===== config.mk =====
export PLATFORM = sky130hd
export DESIGN_NAME = chunked_tone_and_ramp_generator_top
export DESIGN_NICKNAME = d
export VERILOG_FILES = /design/src/design/ctrg_pkg.sv /design/src/design/chunked_tone_and_ramp_generator_top.sv /design/src/design/ctrg_div.sv /design/src/design/ctrg_mul.sv
export SDC_FILE = /design/constraint.sdc
export NUM_CORES = 2
export LEC_CHECK = 0
export BUFFER_PORTS_ARGS = -buffer_cell sky130_fd_sc_hd__buf_4
export CORE_MARGIN = 1.5
export CORE_UTILIZATION = 55
export DETAILED_ROUTE_END_ITERATION = 7
export PLACE_DENSITY = 0.73
export SYNTH_ARGS = -nofsm -noshare
export SYNTH_HDL_FRONTEND = slang
export SYNTH_SLANG_ARGS = --single-unit

===== constraint.sdc =====
create_clock -name i_clk -period 13 [get_ports i_clk]
set_input_delay 1.3 -clock i_clk [delete_from_list [all_inputs] [get_ports i_clk]]
set_output_delay 1.3 -clock i_clk [all_outputs]
set_load 0.1 [all_outputs]

===== src/design/ctrg_pkg.sv =====
`timescale 1ns / 1ps
package ctrg_pkg;

    localparam int MaxChunk  = 64;
    localparam int PhaseBits = 32;

    localparam logic [2:0] REG_GEN_KIND      = 3'd0;
    localparam logic [2:0] REG_TONE_FREQ     = 3'd1;
    localparam logic [2:0] REG_SAMPLE_RATE   = 3'd2;
    localparam logic [2:0] REG_STREAM_LENGTH = 3'd3;
    localparam logic [2:0] REG_CHUNK_LENGTH  = 3'd4;
    localparam logic [2:0] REG_RAMP_START    = 3'd5;
    localparam logic [2:0] REG_RAMP_SLOPE    = 3'd6;

    localparam logic [31:0] Q30One = 32'd1073741824;
    localparam logic [31:0] SinC1  = 32'd1686629713;
    localparam logic [31:0] SinC3  = 32'd693598671;
    localparam logic [31:0] SinC5  = 32'd85569306;
    localparam logic [31:0] SinC7  = 32'd5026990;
    localparam logic [31:0] SinC9  = 32'd172272;

    typedef enum logic [3:0] {
        ST_IDLE,
        ST_DIV,
        ST_CHECK,
        ST_X2,
        ST_HORNER,
        ST_FINAL,
        ST_RAMP,
        ST_EMIT,
        ST_ENDED
    } t_state;

endpackage


===== src/design/chunked_tone_and_ramp_generator_top.sv =====
`timescale 1ns / 1ps
// Chunked tone / ramp generator.
// Config: write i_cfg_index/i_cfg_data with i_cfg_valid; o_cfg_ready is
// always high. Write only while idle.
// Request channel: i_in_valid/o_in_stall with i_restart. Each transfer
// asks for the next chunk: min(chunk_length, 64, samples left) results
// (a chunk_length of 0 counts as 1), last_of_chunk on the final one; an
// exhausted stream gives one result with stream_ended set and sample 0.
// Result channel: o_out_valid/i_out_stall with sample, last, ended.
// Sequence: a restart adds a bit-serial divide for the phase step.
// Ramp samples come from the ramp state alone; tone samples use one shared
// 32x32 multiplier (x^2, four Horner products, one final product). Each
// sample then passes an emit state that waits while the receiver stalls.
// o_in_stall stays high until the request's last result is taken.
// Reset: synchronous, active low; registers return to their defaults and
// position, phase, step and ramp value clear to zero.
module chunked_tone_and_ramp_generator_top (
    input  logic        i_clk,
    input  logic        i_rst_n,
    input  logic        i_cfg_valid,
    output logic        o_cfg_ready,
    input  logic [2:0]  i_cfg_index,
    input  logic [31:0] i_cfg_data,
    input  logic        i_in_valid,
    output logic        o_in_stall,
    input  logic        i_restart,
    output logic        o_out_valid,
    input  logic        i_out_stall,
    output logic signed [31:0] o_sample_value,
    output logic        o_last_of_chunk,
    output logic        o_stream_ended
);
    import ctrg_pkg::*;

    logic        r_kind;
    logic [16:0] r_freq;
    logic [17:0] r_rate;
    logic [31:0] r_slen;
    logic [6:0]  r_clen;
    logic [31:0] r_rstart, r_rslope;

    logic [31:0] r_pos, n_pos;
    logic [PhaseBits-1:0] r_phase, n_phase, r_step, n_step;
    logic [31:0] r_ramp, n_ramp;
    logic [6:0]  r_left, n_left;
    logic [31:0] r_x, n_x, r_x2, n_x2, r_p, n_p;
    logic [1:0]  r_quad, n_quad;
    logic [2:0]  r_hi, n_hi;
    logic        r_wait, n_wait;
    logic [31:0] r_out, n_out;
    t_state r_st, n_st;

    logic        w_div_start, w_div_done;
    logic [PhaseBits-1:0] w_quot;
    logic [31:0] w_ma, w_mb, w_mp;
    logic [31:0] w_p32, w_frac, w_avail;
    logic [31:0] w_x;
    logic [6:0]  w_n;
    logic [32:0] w_rsum;
    logic [31:0] w_rsat, w_s;
    logic [31:0] w_coef;

    assign o_cfg_ready = 1'b1;

    always_ff @(posedge i_clk) begin
        if (!i_rst_n) begin
            r_kind <= 1'b0; r_freq <= 17'd1000; r_rate <= 18'd48000;
            r_slen <= '0; r_clen <= 7'd64; r_rstart <= '0; r_rslope <= '0;
        end else if (i_cfg_valid) begin
            case (i_cfg_index)
                REG_GEN_KIND:      r_kind   <= i_cfg_data[0];
                REG_TONE_FREQ:     r_freq   <= i_cfg_data[16:0];
                REG_SAMPLE_RATE:   r_rate   <= i_cfg_data[17:0];
                REG_STREAM_LENGTH: r_slen   <= i_cfg_data;
                REG_CHUNK_LENGTH:  r_clen   <= i_cfg_data[6:0];
                REG_RAMP_START:    r_rstart <= i_cfg_data;
                REG_RAMP_SLOPE:    r_rslope <= i_cfg_data;
                default: ;
            endcase
        end
    end

    ctrg_div u_div (
        .i_clk(i_clk), .i_rst_n(i_rst_n), .i_start(w_div_start),
        .i_freq(r_freq), .i_rate(r_rate), .o_done(w_div_done), .o_quot(w_quot)
    );

    ctrg_mul u_mul (.i_clk(i_clk), .i_a(w_ma), .i_b(w_mb), .o_p(w_mp));

    assign w_p32  = 32'(r_phase) << (32 - PhaseBits);
    assign w_frac = {2'b00, w_p32[29:0]};
    assign w_x    = w_p32[30] ? (Q30One - w_frac) : w_frac;
    assign w_avail = r_slen - r_pos;
    always_comb begin
        w_n = (r_clen == 7'd0) ? 7'd1 : r_clen;
        if (w_n > 7'(MaxChunk)) w_n = 7'(MaxChunk);
        if (w_avail < 32'(w_n)) w_n = w_avail[6:0];
    end
    assign w_rsum = {r_ramp[31], r_ramp} + {r_rslope[31], r_rslope};
    assign w_rsat = (w_rsum[32] != w_rsum[31]) ?
                    (w_rsum[32] ? 32'h8000_0000 : 32'h7FFF_FFFF) : w_rsum[31:0];
    always_comb begin
        case (r_hi)
            3'd0: w_coef = SinC7;
            3'd1: w_coef = SinC5;
            3'd2: w_coef = SinC3;
            default: w_coef = SinC1;
        endcase
    end
    assign w_s = (w_mp + 32'd8192) >> 14;

    // multiplier operand select
    always_comb begin
        w_ma = r_x;
        w_mb = r_x;
        case (r_st)
            ST_X2:     begin w_ma = w_x;  w_mb = w_x; end
            ST_HORNER: begin w_ma = r_x2; w_mb = r_p; end
            ST_FINAL:  begin w_ma = r_x;  w_mb = r_p; end
            default:   ;
        endcase
    end

    always_comb begin
        n_st = r_st;
        case (r_st)
            ST_IDLE:   if (i_in_valid) n_st = i_restart ? ST_DIV : ST_CHECK;
            ST_DIV:    if (w_div_done) n_st = ST_CHECK;
            ST_CHECK:  n_st = (r_pos >= r_slen) ? ST_ENDED : (r_kind ? ST_RAMP : ST_X2);
            ST_X2:     if (r_wait) n_st = ST_HORNER;
            ST_HORNER: if (r_wait && r_hi == 3'd3) n_st = ST_FINAL;
            ST_FINAL:  if (r_wait) n_st = ST_EMIT;
            ST_RAMP:   n_st = ST_EMIT;
            ST_EMIT:   if (!i_out_stall) begin
                if (r_left == 7'd1) n_st = ST_IDLE;
                else n_st = r_kind ? ST_RAMP : ST_X2;
            end
            ST_ENDED:  if (!i_out_stall) n_st = ST_IDLE;
            default:   n_st = ST_IDLE;
        endcase
    end

    always_comb begin
        n_pos = r_pos; n_phase = r_phase; n_step = r_step; n_ramp = r_ramp;
        n_left = r_left; n_x = r_x; n_x2 = r_x2; n_p = r_p; n_quad = r_quad;
        n_hi = r_hi; n_wait = 1'b0; n_out = r_out;
        w_div_start = 1'b0;
        case (r_st)
            ST_IDLE: if (i_in_valid && i_restart) begin
                n_pos = '0; n_phase = '0; n_ramp = r_rstart;
                w_div_start = 1'b1;
            end
            ST_DIV: if (w_div_done) n_step = w_quot;
            ST_CHECK: begin
                n_left = w_n;
                if (r_pos < r_slen) n_pos = r_pos + 32'(w_n);
            end
            ST_X2: begin
                if (!r_wait) begin
                    n_quad = w_p32[31:30];
                    n_x = w_x;
                end
                n_wait = !r_wait;
                if (r_wait) begin n_x2 = w_mp; n_p = SinC9; n_hi = 3'd0; end
            end
            ST_HORNER: begin
                n_wait = !r_wait;
                if (r_wait) begin
                    n_p = w_coef - w_mp;
                    n_hi = r_hi + 3'd1;
                end
            end
            ST_FINAL: begin
                n_wait = !r_wait;
                if (r_wait) begin
                    n_out = (w_s > 32'd65536) ? 32'd65536 : w_s;
                    if (r_quad[1]) n_out = -n_out;
                    n_phase = r_phase + r_step;
                end
            end
            ST_RAMP: begin
                n_out = r_ramp;
                n_ramp = w_rsat;
            end
            ST_EMIT: if (!i_out_stall) n_left = r_left - 7'd1;
            default: ;
        endcase
    end

    always_ff @(posedge i_clk) begin
        r_left <= n_left; r_x <= n_x; r_x2 <= n_x2; r_p <= n_p;
        r_quad <= n_quad; r_hi <= n_hi; r_out <= n_out;
        if (!i_rst_n) begin
            r_st <= ST_IDLE; r_pos <= '0; r_phase <= '0; r_step <= '0;
            r_ramp <= '0; r_wait <= 1'b0;
        end else begin
            r_st <= n_st; r_pos <= n_pos; r_phase <= n_phase; r_step <= n_step;
            r_ramp <= n_ramp; r_wait <= n_wait;
        end
    end

    assign o_in_stall      = (r_st != ST_IDLE);
    assign o_out_valid     = (r_st == ST_EMIT) || (r_st == ST_ENDED);
    assign o_sample_value  = (r_st == ST_ENDED) ? 32'sd0 : r_out;
    assign o_last_of_chunk = (r_st == ST_ENDED) || (r_left == 7'd1);
    assign o_stream_ended  = (r_st == ST_ENDED);
endmodule


===== src/design/ctrg_div.sv =====
`timescale 1ns / 1ps
module ctrg_div (
    input  logic        i_clk,
    input  logic        i_rst_n,
    input  logic        i_start,
    input  logic [16:0] i_freq,
    input  logic [17:0] i_rate,
    output logic        o_done,
    output logic [ctrg_pkg::PhaseBits-1:0] o_quot
);
    import ctrg_pkg::*;

    localparam int NumW = 17 + PhaseBits;
    localparam int CntW = $clog2(NumW + 1);

    logic [NumW-1:0] r_num, n_num;
    logic [PhaseBits-1:0] r_quot, n_quot;
    logic [18:0] r_rem, n_rem;
    logic [CntW-1:0] r_cnt, n_cnt;
    logic r_busy, n_busy;
    logic r_done, n_done;
    logic [18:0] w_trial;

    always_comb begin
        n_num  = r_num;
        n_quot = r_quot;
        n_rem  = r_rem;
        n_cnt  = r_cnt;
        n_busy = r_busy;
        n_done = 1'b0;
        w_trial = {r_rem[17:0], r_num[NumW-1]};
        if (i_start) begin
            n_num  = {i_freq, {PhaseBits{1'b0}}};
            n_rem  = '0;
            n_quot = '0;
            n_cnt  = CntW'(NumW);
            n_busy = 1'b1;
        end else if (r_busy) begin
            n_num = {r_num[NumW-2:0], 1'b0};
            if (i_rate != 18'd0 && w_trial >= {1'b0, i_rate}) begin
                n_rem  = w_trial - {1'b0, i_rate};
                n_quot = {r_quot[PhaseBits-2:0], 1'b1};
            end else begin
                n_rem  = w_trial;
                n_quot = {r_quot[PhaseBits-2:0], 1'b0};
            end
            n_cnt = r_cnt - 1'b1;
            if (r_cnt == CntW'(1)) begin
                n_busy = 1'b0;
                n_done = 1'b1;
                if (i_rate == 18'd0) n_quot = '0;
            end
        end
    end

    always_ff @(posedge i_clk) begin
        r_num  <= n_num;
        r_quot <= n_quot;
        r_rem  <= n_rem;
        r_cnt  <= n_cnt;
        if (!i_rst_n) begin
            r_busy <= 1'b0;
            r_done <= 1'b0;
        end else begin
            r_busy <= n_busy;
            r_done <= n_done;
        end
    end

    assign o_done = r_done;
    assign o_quot = r_quot;
endmodule


===== src/design/ctrg_mul.sv =====
`timescale 1ns / 1ps
module ctrg_mul (
    input  logic        i_clk,
    input  logic [31:0] i_a,
    input  logic [31:0] i_b,
    output logic [31:0] o_p
);
    logic [63:0] w_prod;
    logic [31:0] r_p;

    assign w_prod = {32'd0, i_a} * {32'd0, i_b};

    always_ff @(posedge i_clk) begin
        r_p <= w_prod[61:30];
    end

    assign o_p = r_p;
endmodule

== Yosys cells after proc, flatten, opt, wreduce, memory -nomap -nowiden ==
Index checks and enable logic that the tools add are counted.

* $add $sub $neg: 12
* Multipliers: 1
* Order comparisons: 6
* Eq/ne operators: 30
* Muxes and demuxes: 53
* Bitwise logic cells: 3
* Reduce and logical (&&, ||, !) cells: 41

{| class="wikitable"
|+ Operator list
! kind !! number
|-
| $mux W32 || 14
|-
| $pmux W32 S2 || 7
|-
| $mux W49 || 2
|-
| $pmux W31 S3 || 1
|-
| $sub A32 B32 Y32 || 2
|-
| $mul A32 B32 Y62 || 1
|-
| $mux W18 || 2
|-
| $pmux W4 S9 || 1
|-
| $add A32 B32 Y33 || 1
|-
| $add A32 B14 Y32 const B || 1
|-
| $add A32 B32 Y32 || 1
|-
| $add A32 B7 Y32 || 1
|-
| $ge A32 B32 Y1 || 1
|-
| $lt A32 B32 Y1 || 1
|-
| $lt A32 B7 Y1 || 1
|-
| $mux W4 || 8
|-
| $neg A18 Y32 || 1
|-
| $sub A31 B30 Y32 const A || 1
|-
| $mux W7 || 4
|-
| $reduce_and A2 Y1 || 14
|-
| $ge A19 B18 Y1 || 1
|-
| $gt A18 B17 Y1 const B || 1
|-
| $logic_not A18 Y1 || 1
|-
| $ne A2 B2 Y1 const B || 9
|-
| other kinds (35) || 69
|}

* Flip-flop bits (word level): 519

== Longest topological paths before layout ==
* Word-level depth: 9
* Gate-level depth with buffers: 38
* Gate-level depth less buffers: 36

== Hierarchy ==
A second synthesis with hierarchy kept.

* Cells, all modules: 7134
* Area total of the unflattened synthesis: 63074.2 um^2

{| class="wikitable"
|+ By module, submodules not included
! module !! instances !! cells each !! area an instance (um^2) !! sequential area each (um^2)
|-
| ctrg_mul || 1 || 3669 || 33423.3 || 640.6
|-
| chunked_tone_and_ramp_generator_top || 1 || 3050 || 25628.3 || 9589.2
|-
| ctrg_div || 1 || 415 || 4022.6 || 1671.6
|}

== Worst setup path before layout ==
No wires, ideal clock.

* Path kind: flip-flop to flip-flop
* From: register r_phase[8]
* To: register u_mul.r_p[24], in the netlist u_mul.o_p[24]
* Arrival time: 9.505 ns
* Required time: 12.877 ns
* Path slack: 3.372 ns
* Stages on the path, launching flop included: 38
* Clock period less this slack: 9.628 ns
* Cell sequence: dfxtp_1 > or4_4 > nor4_2 > nand2b_1 > nor3_2 > nand3_1 > or2_2 > o21ai_1 > xnor2_1 > and2_1 > a221o_1 > clkbuf_1 > nand2_1 > fa_1 > inv_1 > fa_1 > inv_1 > fa_1 > (+2 left out) > fa_1 > fa_1 > fa_1 > inv_1 > fa_1 > inv_1 > ha_1 > a2111oi_0 > o211ai_1 > o311ai_0 > nand3_1 > nor3_2 > o21ai_2 > a311oi_1 > o21ai_1 > a21oi_1 > o21ai_1 > xor2_1

* Cells in the longest elaborated chain, start to end: 4
* Elaborated cells on any way between the ends: 5
* Those cells by class: add/sub: 1; mul: 1; mux: 3

{| class="wikitable"
|+ RTL lines
! element !! RTL line !! source
|-
| from (decl) || chunked_tone_and_ramp_generator_top.sv:43 || <nowiki>logic [PhaseBits-1:0] r_phase, n_phase, r_step, n_step;</nowiki>
|-
| from (signal assigned) || chunked_tone_and_ramp_generator_top.sv:197 || <nowiki>r_st <= n_st; r_pos <= n_pos; r_phase <= n_phase; r_step <= n_step;</nowiki>
|-
| $sub A31 B30 Y32 (*) || chunked_tone_and_ramp_generator_top.sv:92 || <nowiki>assign w_x = w_p32[30] ? (Q30One - w_frac) : w_frac;</nowiki>
|-
| $mux W32 (*) || chunked_tone_and_ramp_generator_top.sv:92 ||
|-
| net w_x[29] || chunked_tone_and_ramp_generator_top.sv:57 || <nowiki>logic [31:0] w_x;</nowiki>
|-
| $pmux W32 S2 || chunked_tone_and_ramp_generator_top.sv:116 || <nowiki>case (r_st)</nowiki>
|-
| $mul A32 B32 Y62 (*) || ctrg_mul.sv:11 || <nowiki>assign w_prod = {32'd0, i_a} * {32'd0, i_b};</nowiki>
|-
| net u_mul.w_prod[54] || ctrg_mul.sv:8 || <nowiki>logic [63:0] w_prod;</nowiki>
|-
| to (signal assigned) || ctrg_mul.sv:14 || <nowiki>r_p <= w_prod[61:30];</nowiki>
|-
| to (decl) || ctrg_mul.sv:9 || <nowiki>logic [31:0] r_p;</nowiki>
|}

The timed path passes the listed nets; every way through them passes the cells marked *.
A chain may end at the register's enable or synchronous reset.

== Final worst setup path ==
* From: register r_st[1]
* To: register u_mul.r_p[24], in the netlist u_mul.o_p[24]

* Cells in the longest elaborated chain, start to end: 4
* Elaborated cells on any way between the ends: 7
* Those cells by class: mul: 1; eq/ne: 3; mux: 2; reduce/logical: 1

{| class="wikitable"
|+ RTL lines
! element !! RTL line !! source
|-
| from (decl) || chunked_tone_and_ramp_generator_top.sv:51 || <nowiki>t_state r_st, n_st;</nowiki>
|-
| from (signal assigned) || chunked_tone_and_ramp_generator_top.sv:197 ||
|-
| $eq A4 B3 Y1 || chunked_tone_and_ramp_generator_top.sv:116 ||
|-
| $reduce_or A2 Y1 (no line) || n/a ||
|-
| $pmux W32 S2 || chunked_tone_and_ramp_generator_top.sv:116 ||
|-
| $mul A32 B32 Y62 (*) || ctrg_mul.sv:11 ||
|-
| net u_mul.w_prod[54] || ctrg_mul.sv:8 ||
|}

Marks and branches as above.

==> run_results.csv <==
group,metric,value,unit
yosys,netlist_instances,7055,
yosys,syn_nets,8406,
yosys,synth_area_leader_cell,"fa_1",
routing,postRouteAntennaNets,0,
setup_path,arrival,12.12,ns
floorplan,std_cell_rows,122,
hold_path,min_delay_worst_endpoint,"r_x2[8]",
yosys,yosysWarnings,0,
setup_path,worst_r2r_path_depth,30,
global_routing,grt_pass1_wl,310,mm
hold_path,worst_hold_path_cell_count,0,
cts,cts_sinks,517,
run_status,run_status,"finished clean",
cts,insertion_delay,0.63,ns
setup_path,endpoint_kind_of_the_worst_setup_timing_path,"flop",
setup_path,max_stage_delay,1.11,ns
final_layout,final_util,0.595,
setup_path,startpoint_to_endpoint_class_of_the_critical_path,"reg2reg",
yosys,ys_async_sr_fraction,0,
yosys,synth.yosys.seq_area_share,0.195,
sta,max_freq,0.0862,GHz
cts,clock_tree.buffer_depth,3,
sta,worst-slew-pin-transition,1.37,ns
routing,drt_first_iter_violations,4840,
sta,slew_headroom,0.0838,
placed_design,place_hpwl,154,mm
cts,cts.clk_slew.worst_paths,0.07,ns
sta,timing.hold.ws,0.442,ns
routing,drt-pass1-iter-count,8,
global_routing,track_usage,0.364,
sta,layout_worst_path_cycle_share,0.893,
floorplan,dieArea,0.113,mm^2
flow_run,drv.max_cap_violation_count,0,
final_layout,cell_area_after_layout,0.0657,mm^2
floorplan,start_util,0.553,
routing,route.vias.total,51200,
setup_path,slowest_stage,"a221oi_2",
cts,ctsHoldBuffers,0,
final_layout,final_net_count,8355,
yosys,synth_edf_count,155,
floorplan,core_area,0.111,mm^2
yosys,synth_area_leaders,"fa_1 (29%), dfxtp_1 (12%), ha_1 (8.4%), edfxtp_1 (7.6%), nand2_1 (7.1%)",
yosys,postSynthRegisterBits,517,
setup_path,r2r_setup_slack,1.39,ns
floorplan,overall_die_height,336,um
placed_design,port_buf_inserts,76,
cts,cts.htree.levels,2,
global_routing,remaining_global_route_overflow,0,
setup_path,critical_path.startpoint_type,"flop",
final_layout,syn_to_final_growth,7.46,%
sta,grt_setup_unrepaired,"false",
sta,fin_crit,11.61,ns
setup_path,crit_required,13.51,ns
global_routing,maximum_number_of_pins_on_one_net_before_global_route_repair,103,
global_routing,antenna_violations_before_repair,6,
setup_path,crit_fanout,36,
yosys,synth_largest_type_area_fraction,0.295,
sta,setup_viol_count_final,0,
floorplan,i_o_pin_cnt,78,
sta,timing.clock.skew,0.0405,ns
yosys,syn_area_per_cell,8.67,um^2
sta,setup_tns,0,ns
hold_path,hp-start,"u_mul.o_p[8]",
routing,finalWirelength,203,mm
cts,cts_inserted_buffers,54,
cts,tritoncts,"built",
yosys,ys_dominant_reg_cell,"dfxtp_1",
routing,avgViaCountPerCell,5.99,
setup_path,regToRegEndpoint,"u_mul.o_p[24]",
cts,clk_root_buffer_cell,"clkbuf_16",
routing,avgRoutedWirePerCell,23.7,um
sta,final_hold_viol_count,0,
setup_path,worstReg2RegStart,"r_st[1]",
global_routing,number_of_global_route_vias_before_repair,52300,
yosys,synthesis.area,0.0612,mm^2
placed_design,gp_congestion,1.01,
cts,total_of_cells_resized_after_clock_tree_synthesis,0,
placed_design,post_dp_cell_area,0.0638,mm^2
final_layout,drive_above_1_share,0.0633,
setup_path,crit_top_cell,"fa_1",
sta,slew_viol_final,0,
routing,route.detailed.drc,0,
floorplan,die_x,336,um
cts,postCtsSetupRepairBufs,0,
hold_path,hold_class,"reg2reg",
final_layout,final.fill_count,9751,
yosys,yosys.cell_types.count,101,
-- per-layer routing --
metal | routed length (um) | track usage | share of wire
met2 | 91500 | 0.580 | 0.45
met3 | 20900 | 0.0789 | 0.10
met5 | 14 | 0 | 0.000069
met4 | 14900 | 0.218 | 0.074
met1 | 75300 | 0.454 | 0.37
-- cells in the final DEF (no fill, tap or decap), types with 155 or more instances in the layout --
master	netlist	layout
nand2_1	1154	1152
inv_1	1072	1072
fa_1	900	900
nor2_1	766	754
ha_1	410	410
dfxtp_1	362	362
a21oi_1	241	238
buf_4	2	219
xnor2_1	176	176
a21boi_0	175	175
edfxtp_1	155	155
-- worst max-delay path, delay by kind of cell (launching register included) --
kind | cells | cell delay (ns)
buf+inv | 6 | 0.91
simple gates | 5 | 1.79
fa+ha+maj | 9 | 4.19
xor+xnor | 1 | 0.15
compound gates | 9 | 3.54
flops | 1 | 0.87
-- through the flow --
step / worst slack, ns / instances
detailed placement: 1.84 / 8436
floorplan: 3.37 / 7055
CTS: 1.69 / 8535
global placement: 1.95 / 8436
global route: 0.920 / 8535
finish: 1.39 / 8536
-- worst max-delay path by stage --
stage / startpoint / to / slack, ns / cells after the start
final: r_st[1] / u_mul.o_p[24] / 1.39 / 30
after global routing: r_st[1] / u_mul.o_p[24] / 0.92 / 30
after CTS: r_st[1] / u_mul.o_p[24] / 1.69 / 30
after detailed placement: r_st[1] / u_mul.o_p[24] / 1.84 / 30
after global placement: r_st[1] / u_mul.o_p[24] / 1.95 / 30
after floorplan: r_phase[8] / u_mul.o_p[24] / 3.37 / 37
-- kinds of logic (layout without fill, tap and decap cells) --
family	count (synthesis)	count (layout)	synth area share
and+or+nand+nor	2470	2470	0.174
buffers and inverters	1402	1394	0.0870
adders and majority gates	1310	1310	0.378
AOI/OAI and AO/OA	1094	1094	0.128
DFF	517	517	0.195
xor gates and xnor gates	228	228	0.0326
muxes	33	33	0.00542
other	1	2	0.0000613
-- registers in the layout, summed over array words and instances (netlist names), 7 cells and up --
name,flops
r_out,32
r_p,32
r_phase,32
r_pos,32
r_ramp,32
r_rslope,32
r_rstart,32
r_slen,32
r_step,32
r_x2,32
u_div.o_quot,32
u_mul.o_p,32
r_x,31
r_rate,18
u_div.r_rem,18
r_freq,17
u_div.r_num,17
r_clen,7
r_left,7
-- synthesized netlist by cell type, drive strengths merged, types with 11 or more instances --
library cell,instances
nand2b,42
o2111ai,11
nor3b,11
o21a,33
o21bai,31
xor2,52
edfxtp,155
nand3,122
fa,900
buf,50
mux2i,32
nand4,22
a21o,64
nor2b,95
and4,14
dfxtp,362
a221o,58
a31oi,32
nor4,30
ha,410
a22oi,28
a21oi,241
clkbuf,278
nor3,62
xnor2,176
nor2,766
a22o,32
o211ai,29
inv,1073
a211o,13
and2,48
o31ai,24
a221oi,62
or2,17
a21boi,177
or3,29
a211oi,19
nand2,1154
o21ai,156
and3,24
o22ai,14
-- area by class of cell --
class | count | area [um^2] | area share
Clock inverter | 32 | 403 | 0.00613
Tap cell | 1488 | 1860 | 0.0283
Sequential cell | 517 | 11900 | 0.181
Multi-Input combinational cell | 5136 | 44300 | 0.674
Inverter | 1074 | 4030 | 0.0613
Antenna cell | 1 | 2.50 | 0.0000381
Clock buffer | 67 | 1520 | 0.0232
Timing Repair Buffer | 221 | 1680 | 0.0255
Power is left out: the tool's default activity adds up to more than one toggle a clock period on the data nets, which glitch-free logic cannot reach.
